`src/hdl/csts_pkg.sv`:
```
// Shared types, character codes and token helpers for the C subset token scanner.
package csts_pkg;

   localparam int MAX_RES     = 4;
   localparam int PUSH_W      = $clog2(MAX_RES + 1);
   localparam int QUEUE_DEPTH = 8;
   localparam int KW_LEN_MAX  = 6;

   localparam logic [3:0] KIND_INT     = 4'd0;
   localparam logic [3:0] KIND_REAL    = 4'd1;
   localparam logic [3:0] KIND_IDENT   = 4'd2;
   localparam logic [3:0] KIND_KEYWORD = 4'd3;
   localparam logic [3:0] KIND_RETURN  = 4'd4;
   localparam logic [3:0] KIND_PLUS    = 4'd5;
   localparam logic [3:0] KIND_MINUS   = 4'd6;
   localparam logic [3:0] KIND_STAR    = 4'd7;
   localparam logic [3:0] KIND_SLASH   = 4'd8;
   localparam logic [3:0] KIND_LBRACE  = 4'd9;
   localparam logic [3:0] KIND_RBRACE  = 4'd10;
   localparam logic [3:0] KIND_LPAREN  = 4'd11;
   localparam logic [3:0] KIND_RPAREN  = 4'd12;
   localparam logic [3:0] KIND_COMMA   = 4'd13;
   localparam logic [3:0] KIND_SEMI    = 4'd14;
   localparam logic [3:0] KIND_END     = 4'd15;

   localparam logic [7:0] CH_CR    = 8'h0D;
   localparam logic [7:0] CH_LF    = 8'h0A;
   localparam logic [7:0] CH_SLASH = 8'h2F;
   localparam logic [7:0] CH_STAR  = 8'h2A;
   localparam logic [7:0] CH_DOT   = 8'h2E;

   localparam logic [47:0] KW_RETURN = "return";
   localparam logic [47:0] KW_DOUBLE = "double";
   localparam logic [31:0] KW_CHAR   = "char";
   localparam logic [31:0] KW_VOID   = "void";
   localparam logic [23:0] KW_INT    = "int";

   typedef enum logic [2:0] {
      MODE_WS,
      MODE_ID,
      MODE_NUM,
      MODE_LINE,
      MODE_BLOCK
   } scan_mode_type;

   typedef enum logic [1:0] {
      HOLD_NONE,
      HOLD_SLASH,
      HOLD_CR
   } held_type;

   typedef struct packed {
      logic [7:0] src_byte;
      logic       final_byte;
   } req_type;

   typedef struct packed {
      logic [3:0]  token_kind;
      logic [15:0] token_start;
      logic [15:0] token_length;
      logic        last_of_run;
   } rsp_type;

   typedef struct packed {
      logic [PUSH_W-1:0]         count;
      rsp_type [MAX_RES-1:0]     tok;
   } push_type;

   typedef struct packed {
      logic       hit;
      logic [3:0] kind;
   } single_type;

   function automatic logic is_alpha(input logic [7:0] c);
      return c inside {["a":"z"], ["A":"Z"]};
   endfunction

   function automatic logic is_digit(input logic [7:0] c);
      return c inside {["0":"9"]};
   endfunction

   function automatic single_type single_kind(input logic [7:0] c);
      single_type r;
      r.hit = 1'b1;
      case (c)
         "+": r.kind = KIND_PLUS;
         "-": r.kind = KIND_MINUS;
         "*": r.kind = KIND_STAR;
         "{": r.kind = KIND_LBRACE;
         "}": r.kind = KIND_RBRACE;
         "(": r.kind = KIND_LPAREN;
         ")": r.kind = KIND_RPAREN;
         ",": r.kind = KIND_COMMA;
         ";": r.kind = KIND_SEMI;
         default: begin
            r.hit  = 1'b0;
            r.kind = KIND_IDENT;
         end
      endcase
      return r;
   endfunction

   // only the leading len characters are compared, so unwritten entries never matter
   function automatic logic [3:0] id_kind(input logic [7:0] kw [KW_LEN_MAX],
                                          input logic len3, input logic len4,
                                          input logic len6);
      logic [47:0] w6;
      logic [31:0] w4;
      logic [23:0] w3;
      logic [3:0]  k;
      w6 = {kw[0], kw[1], kw[2], kw[3], kw[4], kw[5]};
      w4 = {kw[0], kw[1], kw[2], kw[3]};
      w3 = {kw[0], kw[1], kw[2]};
      k  = KIND_IDENT;
      if (len6 && w6 == KW_RETURN) begin
         k = KIND_RETURN;
      end else if (len3 && w3 == KW_INT) begin
         k = KIND_KEYWORD;
      end else if (len6 && w6 == KW_DOUBLE) begin
         k = KIND_KEYWORD;
      end else if (len4 && (w4 == KW_CHAR || w4 == KW_VOID)) begin
         k = KIND_KEYWORD;
      end
      return k;
   endfunction

endpackage

```
`src/hdl/csts_scan.sv`:
```
// Scanner state and per-byte token generation; one byte per accepted transaction.
module csts_scan import csts_pkg::*; #(
   parameter int POSITION_BITS = 16,
   parameter int KEYWORD_CHARS = 6
) (
   input  logic     clock,
   input  logic     reset,
   input  logic     req_fire,
   input  req_type  req_data,
   output push_type push
);

   localparam logic [POSITION_BITS-1:0] POS_MAX = '1;

   scan_mode_type            mode_ff, mode_in;
   held_type                 held_ff, held_in;
   logic [POSITION_BITS-1:0] pos_ff, pos_in;
   logic [POSITION_BITS-1:0] start_ff, start_in;
   logic [POSITION_BITS-1:0] len_ff, len_in;
   logic                     dot_ff, dot_in;
   logic                     star_ff, star_in;
   logic [7:0]               pref_ff [KEYWORD_CHARS];
   logic [7:0]               pref_in [KEYWORD_CHARS];

   always_comb begin
      logic [7:0]               c;
      logic                     fin;
      logic                     done;
      logic                     run_ws;
      logic [PUSH_W-1:0]        n;
      logic [POSITION_BITS-1:0] p;
      logic [POSITION_BITS-1:0] p_next;
      logic [7:0]               kw [KW_LEN_MAX];
      single_type               sk;

      c        = req_data.src_byte;
      fin      = req_data.final_byte;
      p        = pos_ff;
      done     = 1'b0;
      run_ws   = 1'b0;
      n        = '0;
      mode_in  = mode_ff;
      held_in  = held_ff;
      start_in = start_ff;
      len_in   = len_ff;
      dot_in   = dot_ff;
      star_in  = star_ff;
      pref_in  = pref_ff;
      push     = '0;
      sk       = single_kind(c);

      // lookahead on a held slash or CR
      if (held_in == HOLD_SLASH) begin
         held_in = HOLD_NONE;
         if (c == CH_SLASH) begin
            mode_in = MODE_LINE;
            done    = 1'b1;
         end else if (c == CH_STAR) begin
            mode_in = MODE_BLOCK;
            star_in = 1'b0;
            done    = 1'b1;
         end else begin
            push.tok[n[1:0]].token_kind   = KIND_SLASH;
            push.tok[n[1:0]].token_start  = 16'(start_in);
            push.tok[n[1:0]].token_length = 16'd1;
            n = n + 1'b1;
         end
      end else if (held_in == HOLD_CR) begin
         held_in = HOLD_NONE;
         if (c == CH_LF) begin
            mode_in = MODE_WS;
            done    = 1'b1;
         end
      end else begin
         held_in = HOLD_NONE;
      end

      for (int i = 0; i < KW_LEN_MAX; i++) begin
         kw[i] = pref_in[i];
      end

      if (!done) begin
         case (mode_in)
            MODE_ID: begin
               if (is_alpha(c) || is_digit(c)) begin
                  for (int i = 0; i < KEYWORD_CHARS; i++) begin
                     if (len_in == POSITION_BITS'(i)) begin
                        pref_in[i] = c;
                     end
                  end
                  len_in = (len_in == POS_MAX) ? len_in : len_in + 1'b1;
               end else begin
                  push.tok[n[1:0]].token_kind   = id_kind(kw,
                     len_in == POSITION_BITS'(3), len_in == POSITION_BITS'(4),
                     len_in == POSITION_BITS'(6));
                  push.tok[n[1:0]].token_start  = 16'(start_in);
                  push.tok[n[1:0]].token_length = 16'(len_in);
                  n       = n + 1'b1;
                  mode_in = MODE_WS;
                  run_ws  = 1'b1;
               end
            end
            MODE_NUM: begin
               if (is_digit(c) || c == CH_DOT) begin
                  if (c == CH_DOT) begin
                     dot_in = 1'b1;
                  end
                  len_in = (len_in == POS_MAX) ? len_in : len_in + 1'b1;
               end else begin
                  push.tok[n[1:0]].token_kind   = dot_in ? KIND_REAL : KIND_INT;
                  push.tok[n[1:0]].token_start  = 16'(start_in);
                  push.tok[n[1:0]].token_length = 16'(len_in);
                  n       = n + 1'b1;
                  mode_in = MODE_WS;
                  run_ws  = 1'b1;
               end
            end
            MODE_LINE: begin
               if (c == CH_CR) begin
                  held_in = HOLD_CR;
               end
            end
            MODE_BLOCK: begin
               if (c == CH_SLASH && star_in) begin
                  mode_in = MODE_WS;
               end
               star_in = (c == CH_STAR);
            end
            default: begin
               run_ws = 1'b1;
            end
         endcase
      end

      if (run_ws) begin
         mode_in = MODE_WS;
         if (c == CH_CR) begin
            held_in = HOLD_CR;
         end else if (c == CH_SLASH) begin
            held_in  = HOLD_SLASH;
            start_in = p;
         end else if (sk.hit) begin
            push.tok[n[1:0]].token_kind   = sk.kind;
            push.tok[n[1:0]].token_start  = 16'(p);
            push.tok[n[1:0]].token_length = 16'd1;
            n = n + 1'b1;
         end else if (is_digit(c)) begin
            mode_in  = MODE_NUM;
            start_in = p;
            len_in   = POSITION_BITS'(1);
            dot_in   = 1'b0;
         end else if (is_alpha(c)) begin
            mode_in    = MODE_ID;
            start_in   = p;
            len_in     = POSITION_BITS'(1);
            pref_in[0] = c;
         end
      end

      p_next = (p == POS_MAX) ? p : p + 1'b1;
      pos_in = p_next;

      if (fin) begin
         if (held_in == HOLD_SLASH) begin
            push.tok[n[1:0]].token_kind   = KIND_SLASH;
            push.tok[n[1:0]].token_start  = 16'(start_in);
            push.tok[n[1:0]].token_length = 16'd1;
            n = n + 1'b1;
         end
         for (int i = 0; i < KW_LEN_MAX; i++) begin
            kw[i] = pref_in[i];
         end
         if (mode_in == MODE_ID || mode_in == MODE_NUM) begin
            push.tok[n[1:0]].token_kind   = (mode_in == MODE_NUM) ?
               (dot_in ? KIND_REAL : KIND_INT) :
               id_kind(kw, len_in == POSITION_BITS'(3), len_in == POSITION_BITS'(4),
                       len_in == POSITION_BITS'(6));
            push.tok[n[1:0]].token_start  = 16'(start_in);
            push.tok[n[1:0]].token_length = 16'(len_in);
            n = n + 1'b1;
         end
         push.tok[n[1:0]].token_kind   = KIND_END;
         push.tok[n[1:0]].token_start  = 16'(p_next);
         push.tok[n[1:0]].token_length = 16'd0;
         n = n + 1'b1;
         // back to the start of a fresh source
         mode_in  = MODE_WS;
         held_in  = HOLD_NONE;
         pos_in   = '0;
         start_in = '0;
         len_in   = '0;
         dot_in   = 1'b0;
         star_in  = 1'b0;
      end

      if (n != '0) begin
         push.tok[n[1:0] - 2'd1].last_of_run = 1'b1;
      end
      push.count = req_fire ? n : '0;
   end

   always_ff @(posedge clock) begin
      if (reset) begin
         mode_ff  <= MODE_WS;
         held_ff  <= HOLD_NONE;
         pos_ff   <= '0;
         start_ff <= '0;
         len_ff   <= '0;
         dot_ff   <= 1'b0;
         star_ff  <= 1'b0;
      end else if (req_fire) begin
         mode_ff  <= mode_in;
         held_ff  <= held_in;
         pos_ff   <= pos_in;
         start_ff <= start_in;
         len_ff   <= len_in;
         dot_ff   <= dot_in;
         star_ff  <= star_in;
      end
   end

   always_ff @(posedge clock) begin
      if (req_fire) begin
         pref_ff <= pref_in;
      end
   end

endmodule

```
`src/hdl/csts_queue.sv`:
```
// Output token queue; takes up to four tokens per cycle and releases one per cycle while rsp_ready is high.
module csts_queue import csts_pkg::*; (
   input  logic     clock,
   input  logic     reset,
   input  push_type push,
   output logic     space_ok,
   output logic     rsp_valid,
   input  logic     rsp_ready,
   output rsp_type  rsp_data
);

   localparam int PTR_W = $clog2(QUEUE_DEPTH);
   localparam int CNT_W = $clog2(QUEUE_DEPTH + 1);

   rsp_type          mem_ff [QUEUE_DEPTH];
   logic [PTR_W-1:0] wr_ff, wr_in;
   logic [PTR_W-1:0] rd_ff, rd_in;
   logic [CNT_W-1:0] count_ff, count_in;
   logic             pop;

   assign pop       = rsp_valid && rsp_ready;
   assign rsp_valid = (count_ff != '0);
   assign rsp_data  = mem_ff[rd_ff];
   // room for a full run of tokens from the next transaction
   assign space_ok  = (count_ff <= CNT_W'(QUEUE_DEPTH - MAX_RES));

   always_comb begin
      wr_in    = wr_ff + PTR_W'(push.count);
      rd_in    = pop ? rd_ff + 1'b1 : rd_ff;
      count_in = count_ff + CNT_W'(push.count) - CNT_W'(pop);
   end

   always_ff @(posedge clock) begin
      for (int i = 0; i < MAX_RES; i++) begin
         if (PUSH_W'(i) < push.count) begin
            mem_ff[wr_ff + PTR_W'(i)] <= push.tok[i];
         end
      end
   end

   always_ff @(posedge clock) begin
      if (reset) begin
         wr_ff    <= '0;
         rd_ff    <= '0;
         count_ff <= '0;
      end else begin
         wr_ff    <= wr_in;
         rd_ff    <= rd_in;
         count_ff <= count_in;
      end
   end

endmodule

```
`src/hdl/c_subset_token_scanner.sv`:
```
// Token scanner for a small C subset: one source byte in, up to four tokens out.
// A byte's tokens are registered in the token queue and leave on rsp in order.
// Throughput: one byte per cycle while req_ready is high; tokens leave one per cycle
// while rsp_ready is high; req_ready drops with fewer than four free queue entries.
// Reset (synchronous): scanner back to whitespace mode at offset 0, queue emptied.
module c_subset_token_scanner import csts_pkg::*; #(
   parameter int POSITION_BITS = 16,
   parameter int KEYWORD_CHARS = 6
) (
   input  logic    clock,
   input  logic    reset,
   input  logic    req_valid,
   output logic    req_ready,
   input  req_type req_data,
   output logic    rsp_valid,
   input  logic    rsp_ready,
   output rsp_type rsp_data
);

   push_type push;
   logic     req_fire;

   assign req_fire = req_valid && req_ready;

   csts_scan #(
      .POSITION_BITS (POSITION_BITS),
      .KEYWORD_CHARS (KEYWORD_CHARS)
   ) u_scan (
      .clock    (clock),
      .reset    (reset),
      .req_fire (req_fire),
      .req_data (req_data),
      .push     (push)
   );

   csts_queue u_queue (
      .clock     (clock),
      .reset     (reset),
      .push      (push),
      .space_ok  (req_ready),
      .rsp_valid (rsp_valid),
      .rsp_ready (rsp_ready),
      .rsp_data  (rsp_data)
   );

endmodule

```
`config.mk`:
```
export PLATFORM = sky130hd
export DESIGN_NAME = c_subset_token_scanner
export DESIGN_NICKNAME = d
export VERILOG_FILES = /design/src/hdl/csts_pkg.sv /design/src/hdl/csts_scan.sv /design/src/hdl/csts_queue.sv /design/src/hdl/c_subset_token_scanner.sv
export SDC_FILE = /design/constraint.sdc
export NUM_CORES = 1
export LEC_CHECK = 0
export ABC_AREA = 1
export BUFFER_PORTS_ARGS = -buffer_cell sky130_fd_sc_hd__buf_2
export CAP_MARGIN = 20
export CORE_UTILIZATION = 42
export DETAILED_ROUTE_END_ITERATION = 8
export PLACE_DENSITY = 0.55
export SYNTH_ARGS = -nofsm -noshare
export SYNTH_HDL_FRONTEND = slang
export SYNTH_HIERARCHICAL = 1
export SYNTH_SLANG_ARGS = --single-unit
```
`constraint.sdc`:
```
create_clock -name clock -period 11.35 [get_ports clock]
set_input_delay 1.135 -clock clock [delete_from_list [all_inputs] [get_ports clock]]
set_output_delay 1.135 -clock clock [all_outputs]
set_load 0.03 [all_outputs]
```
**Word-level counts from Yosys, hierarchy flattened**

Memories as Yosys holds them, arrays and structs flattened. A register that Yosys moved wholly into a read port is not among the register bits.
Index checks and enable logic that the tools add are counted.

- Bits in registers: 113
- Memory bits (writable): 296
- Bits of input ports: 13
- Output and inout port bits: 39
- Memories: 1

Memories:

| name | depth | width | rd ports | clocked after Yosys merged registers in | write ports | line | source |
|---|---|---|---|---|---|---|---|
| u_queue.mem_ff | 8 | 37 | 1 | 1 | 4 | csts_queue.sv:15 | `rsp_type mem_ff [QUEUE_DEPTH];` |

- Add/subtract/negate cells: 15
- Magnitude comparators: 23
- Eq/ne operators: 43
- Multiplexer cells: 198
- Reductions and logical operators: 31

Operators by type and width:

| operator | count |
|---|---|
| bitwise mux 148 bit | 19 |
| two-way mux 148 bit | 13 |
| demux 37 bit (select 2 bit) | 16 |
| two-way mux 16 bit | 20 |
| one-hot mux 148 bit (2 select lines) | 1 |
| equality test 48 x 47 -> 1 bit, second input constant | 4 |
| two-way mux 37 bit | 5 |
| two-way mux 33 bit | 5 |
| two-way mux 48 bit | 3 |
| equality test 32 x 31 -> 1 bit, second input constant | 4 |
| two-way mux 36 bit | 3 |
| two-way mux 3 bit | 32 |
| two-way mux 8 bit | 12 |
| two-way mux 17 bit | 5 |
| equality test 16 x 3 -> 1 bit, second input constant | 5 |
| equality test 8 x 6 -> 1 bit, second input constant | 9 |
| equality test 16 x 2 -> 1 bit, second input constant | 3 |
| equality test 24 x 23 -> 1 bit, second input constant | 2 |
| two-way mux 4 bit | 12 |
| two-way mux 1 bit | 40 |
| one-hot mux 4 bit (9 select lines) | 1 |
| adder 16 x 1 -> 16 bit, second input constant | 2 |
| equality test 16 bit, second input constant | 2 |
| one-hot mux 16 bit (2 select lines) | 1 |
| other kinds (35) | 91 |

**Longest topological paths before layout**

- Depth after elaboration: 39
- Gate-level depth with buffers: 44
- Gate-level depth less buffers: 41

**Modules after synthesis**

The synthesis kept the hierarchy.

Modules (own cells, without submodules):

| module | times used | cells an instance | area an instance (um2) |
|---|---|---|---|
| csts_queue | 1 | 3,572 | 23,475.0 |
| csts_scan | 1 | 2,352 | 13,043.8 |
| c_subset_token_scanner | 1 | 2 | 7.5 |

**Worst setup path before layout**

Ideal clock, no wire load.

- Path type: input port to flip-flop
- Start point: input port req_data[1] in the netlist's numbering
- End point: memory u_queue/mem_ff[0][0] in the netlist's numbering (enable)
- Setup time: 445 ps
- Arrival time: 7,931 ps
- Required time: 10,905 ps
- Path slack: 2,974 ps
- Cell stages on the path: 33
- Path buffers: 3
- Path through: buf_2 > nand2_1 > nor2_2 > nand2_2 > inv_1 > nor3_1 > clkbuf_1 > ha_1 > a22o_1 > a21oi_1 > inv_1 > ha_1 > nand2_1 > o21ai_1 > inv_1 > ha_1 > inv_1 > o21ai_1 > ha_1 > nand2_1 > o21ai_1 > ha_1 > clkbuf_1 > or2_1 > nand2_1 > nand2_1 > nand3_1 > o21ai_1 > nor2_1 > nor2_2 > inv_1 > nor2_1 > o2111ai_1

RTL lines:

| element | line | source |
|---|---|---|
| from (decl) | c_subset_token_scanner.sv:14 | `input req_type req_data,` |
| to (decl) | csts_queue.sv:15 |  |

==> impl_metrics.xml <==
<?xml version="1.0" encoding="UTF-8"?>
<metrics>
  <group name="clock_network">
    <metric name="tritoncts" unit="">done</metric>
    <metric name="cts_resized" unit="">0</metric>
    <metric name="cts_inserted_buffers" unit="">53</metric>
    <metric name="cts_root_buf" unit="">sky130_fd_sc_hd__clkbuf_16</metric>
    <metric name="holdBufCountCts" unit="">0</metric>
    <metric name="numClockSinks" unit="">412</metric>
    <metric name="ctsHtreeMaxLevel" unit="">2</metric>
    <metric name="clock_insertion_delay_worst_skew" unit="ps">650</metric>
    <metric name="cts-root-to-sink-buffers" unit="">3</metric>
    <metric name="clkTransAtPathRegs" unit="ps">60</metric>
    <metric name="cts_setup_buffers" unit="">0</metric>
  </group>
  <group name="global_routing">
    <metric name="grt_remaining_overflow" unit="">0</metric>
    <metric name="global_route_wire_length_before_repair" unit="um">228000</metric>
    <metric name="grt_util_all_layers" unit="%">33.7</metric>
    <metric name="antenna_found_initial" unit="">0</metric>
    <metric name="largest_net_degree_at_the_start_of_global_routing" unit="">96</metric>
    <metric name="first_global_vias" unit="">34800</metric>
  </group>
  <group name="detailed_routing">
    <metric name="drt_first_pass_iters" unit="">6</metric>
    <metric name="vias" unit="">39100</metric>
    <metric name="drt_via_density" unit="">5.67</metric>
    <metric name="drc" unit="">0</metric>
    <metric name="route.final.wire_length" unit="um">153000</metric>
    <metric name="drtAntennaViolNets" unit="">0</metric>
    <metric name="detail_route.wl_per_cell" unit="um">22.2</metric>
    <metric name="detail_route.iter0.violations" unit="">4765</metric>
  </group>
  <group name="yosys">
    <metric name="syn_inst" unit="">5926</metric>
    <metric name="largest_family_of_logic_cells_by_synthesized_area" unit="">simple AND/OR/NAND/NOR gates</metric>
    <metric name="netlist_top_cells_count" unit="">2319 x sky130_fd_sc_hd__nand2_1, 625 x sky130_fd_sc_hd__inv_1, 615 x sky130_fd_sc_hd__o21ai_0</metric>
    <metric name="synth_enable_flop_cells" unit="">344</metric>
    <metric name="synth.mux.area_fraction" unit="%">2.03</metric>
    <metric name="post_synth_net_total" unit="">5973</metric>
    <metric name="synthMostInstantiatedCell" unit="">sky130_fd_sc_hd__nand2_1</metric>
    <metric name="async_set_reset_flop_share_out_of_synthesis" unit="%">0</metric>
    <metric name="post_synthesis_cell_type_with_the_largest_combined_area" unit="">sky130_fd_sc_hd__edfxtp_1</metric>
    <metric name="synth_flop_cell" unit="">sky130_fd_sc_hd__edfxtp_1</metric>
    <metric name="synth_compound_area_share" unit="%">15.1</metric>
    <metric name="post_synth_main_area_contributors" unit="">sky130_fd_sc_hd__edfxtp_1 28%, sky130_fd_sc_hd__nand2_1 24%, sky130_fd_sc_hd__o21ai_0 8.4%, sky130_fd_sc_hd__inv_1 6.4%, sky130_fd_sc_hd__nand3_1 6.0%</metric>
    <metric name="ys_ff_latch" unit="">412</metric>
    <metric name="synth_warnings" unit="">6</metric>
    <metric name="synthAdderAreaFrac" unit="%">1.21</metric>
    <metric name="yosys.area_share.simple" unit="%">36.8</metric>
    <metric name="synth.yosys.seq_area_share" unit="%">32.0</metric>
    <metric name="syn_area" unit="sq um">36500</metric>
    <metric name="synth_xor_area_share" unit="%">0.497</metric>
    <metric name="yosys.cell_types.count" unit="">63</metric>
    <metric name="synth.avg_cell_area" unit="sq um">6.16</metric>
    <metric name="synth.top_cell.area_share" unit="%">28.3</metric>
  </group>
  <group name="timing">
    <metric name="slew_headroom" unit="%">14.8</metric>
    <metric name="fin_skew" unit="ps">19.2</metric>
    <metric name="totalNegativeSetupSlack" unit="ps">0</metric>
    <metric name="post-route-min-period" unit="ps">8950</metric>
    <metric name="slew_violations" unit="">0</metric>
    <metric name="final.period_utilization" unit="%">78.9</metric>
    <metric name="rsz0062_at_grt" unit="">false</metric>
    <metric name="hold_slack" unit="ps">476</metric>
    <metric name="fmax" unit="MHz">112</metric>
    <metric name="setup_viol_count_final" unit="">0</metric>
    <metric name="setup_slack" unit="ps">2400</metric>
    <metric name="worstMarginPinSlew" unit="ps">1280</metric>
    <metric name="final_hold_fails" unit="">0</metric>
  </group>
  <group name="final_layout">
    <metric name="post-route-cell-area" unit="sq um">39000</metric>
    <metric name="finalNetCount" unit="">5748</metric>
    <metric name="diodes" unit="">0</metric>
    <metric name="final.fill_count" unit="">9048</metric>
    <metric name="layout.cells.non_filler" unit="">6886</metric>
    <metric name="layout-drive-gt1-share" unit="%">7.00</metric>
    <metric name="area_growth" unit="%">6.75</metric>
  </group>
  <group name="setup_path">
    <metric name="worst_ep_required_time" unit="ps">11730</metric>
    <metric name="regToRegEndpoint" unit="">u_queue/mem_ff[6][6]</metric>
    <metric name="max_fo_critical_path" unit="">24</metric>
    <metric name="cp_top_family" unit="">simple AND/OR/NAND/NOR gates</metric>
    <metric name="criticalPathCategory" unit="">input port to flop</metric>
    <metric name="worst_reg_to_reg_path_cell_count" unit="">34</metric>
    <metric name="timing.critical_path.to_type" unit="">flop</metric>
    <metric name="r2r-start" unit="">u_scan/held_ff[0]</metric>
    <metric name="crit_buf_inv" unit="">9</metric>
    <metric name="critPathMaxStageDelay" unit="ps">790</metric>
    <metric name="startpoint_type" unit="">input port</metric>
    <metric name="worst-endpoint-arrival" unit="ps">9330</metric>
    <metric name="r2r_setup_slack" unit="ps">3290</metric>
    <metric name="critical_path_s_slowest_cell" unit="">sky130_fd_sc_hd__nand3_2</metric>
  </group>
  <group name="power_and_ir_drop">
    <metric name="netSwitchingFraction" unit="%">41.3</metric>
    <metric name="internal_power" unit="mW">3.51</metric>
    <metric name="p_per_area" unit="nW/um^2">153</metric>
    <metric name="power_frac_seq" unit="%">34.5</metric>
    <metric name="ir_worst_vdd" unit="mV">0.140</metric>
    <metric name="p_sw" unit="mW">2.47</metric>
    <metric name="power_leakage" unit="nW">17.0</metric>
    <metric name="power_frac_clock" unit="%">29.0</metric>
    <metric name="p_comb_share" unit="%">36.4</metric>
  </group>
  <group name="place">
    <metric name="dpl-instance-area" unit="sq um">37100</metric>
    <metric name="portBuffers" unit="">51</metric>
    <metric name="place_congestion" unit="">0.970</metric>
    <metric name="hpwl_detailed" unit="um">102000</metric>
    <metric name="preCtsSetupSlack" unit="ps">1860</metric>
    <metric name="placed_cells_incl_taps" unit="">6770</metric>
  </group>
  <group name="run_status">
    <metric name="outcome" unit="">finished clean</metric>
  </group>
  <group name="floorplan">
    <metric name="design.core.area" unit="sq um">85700</metric>
    <metric name="die_area" unit="sq um">88100</metric>
    <metric name="start_util" unit="%">42.6</metric>
    <metric name="die_h" unit="um">297</metric>
    <metric name="die_width" unit="um">297</metric>
    <metric name="ioPinCount" unit="">52</metric>
    <metric name="core.rowCount" unit="">107</metric>
  </group>
  <group name="worst_hold_path">
    <metric name="hold_path_depth" unit="">1</metric>
    <metric name="type_of_the_most_critical_hold_path" unit="">flop to flop</metric>
    <metric name="min_from" unit="">u_queue/rd_ff[0]</metric>
  </group>
  <group name="job">
    <metric name="maxCapViolations" unit="">0</metric>
  </group>
</metrics>
per-stage QoR:
step,utilization (%),power (mW)
2_1_floorplan,-,3.52
3_3_place_gp,43.2,4.20
3_5_place_dp,43.3,4.21
4_1_cts,45.3,5.96
5_1_grt,45.5,6.28
6_report,45.5,5.98
layer usage:
metal,GRT usage (%),vias to the layer above,part of all wire [%]
met4,12.8,0,3.8
li1,-,18600,-
met3,5.79,322,11
met2,50.5,2126,43
met5,0,-,0
met1,48.1,18000,43
cell families after synthesis:
kind of cell	Yosys count
flops	412
compound gates	1020
fa+ha+maj	34
xor+xnor	19
mux	74
buf+inv	1111
simple gates	3256
registers in the layout, indices dropped and copies added (netlist names), named ones only:
register / flops
u_queue/count_ff: 4
u_queue/mem_ff: 296
u_queue/rd_ff: 3
u_queue/wr_ff: 3
u_scan/dot_ff: 1
u_scan/held_ff: 2
u_scan/len_ff: 16
u_scan/mode_ff: 3
u_scan/pos_ff: 16
u_scan/pref_ff: 48
u_scan/star_ff: 1
u_scan/start_ff: 16
final cells by class:
cell class | instances | area [sq um] | area share (%)
clock buffers | 71 | 1460 | 3.75
clock inverters | 25 | 251 | 0.645
flip-flops and latches | 412 | 11700 | 30.0
well taps | 1144 | 1430 | 3.67
inverters | 664 | 2500 | 6.42
repair buffers | 167 | 1210 | 3.11
multi-input cells | 4403 | 20400 | 52.4
worst register-to-register path: cells and delay by family, from the launching register on:
family                   cells  cell delay (ps)
AO/OA/AOI/OAI                6             1300
adder cells (fa/ha/maj)      4             1200
buffers and inverters       10             1560
flip-flops                   1              360
AND/OR/NAND/NOR             14             3370
power by group through the flow:
stage | registers, mW | clock network (mW) | logic, mW
final | 2.06 | 1.73 | 2.18
after global routing | 2.09 | 1.81 | 2.38
after floorplan | 2.02 | 0 | 1.49
after detailed placement | 2.09 | 0 | 2.12
after CTS | 2.06 | 1.77 | 2.13
after global placement | 2.09 | 0 | 2.11
worst max-delay path by stage:
stage                     cells past startpoint                     to  slack (ps)         from
after detailed placement                     35  u_queue/mem_ff[5][21]        1860  req_data[3]
final                                        36   u_queue/mem_ff[6][6]        2400  req_data[3]
after floorplan                              33   u_queue/mem_ff[0][0]        2970  req_data[1]
after CTS                                    35  u_queue/mem_ff[5][24]        2530  req_data[3]
after global routing                         39   u_queue/mem_ff[5][3]        1700  req_data[3]
after global placement                       35  u_queue/mem_ff[5][21]        2060  req_data[5]
layout by cell type, fill, tap and decap left out, types with 21 or more instances in the layout:
cell and n:
sky130_fd_sc_hd__dfxtp_1 65, sky130_fd_sc_hd__nand3_1 429, sky130_fd_sc_hd__inv_1 621, sky130_fd_sc_hd__edfxtp_1 344, sky130_fd_sc_hd__mux2i_1 74, sky130_fd_sc_hd__a21oi_1 124
sky130_fd_sc_hd__inv_2 34, sky130_fd_sc_hd__o21ai_0 604, sky130_fd_sc_hd__buf_2 53, sky130_fd_sc_hd__o21ai_2 21, sky130_fd_sc_hd__ha_1 32, sky130_fd_sc_hd__nand2_1 2310
sky130_fd_sc_hd__nand2_2 31, sky130_fd_sc_hd__clkbuf_16 55, sky130_fd_sc_hd__o22ai_1 105, sky130_fd_sc_hd__nor3_1 36, sky130_fd_sc_hd__o21ai_1 85, sky130_fd_sc_hd__nor2_1 305
sky130_fd_sc_hd__nand4_1 55, sky130_fd_sc_hd__buf_4 98
No activity file was read; power rests on OpenSTA's default activity.
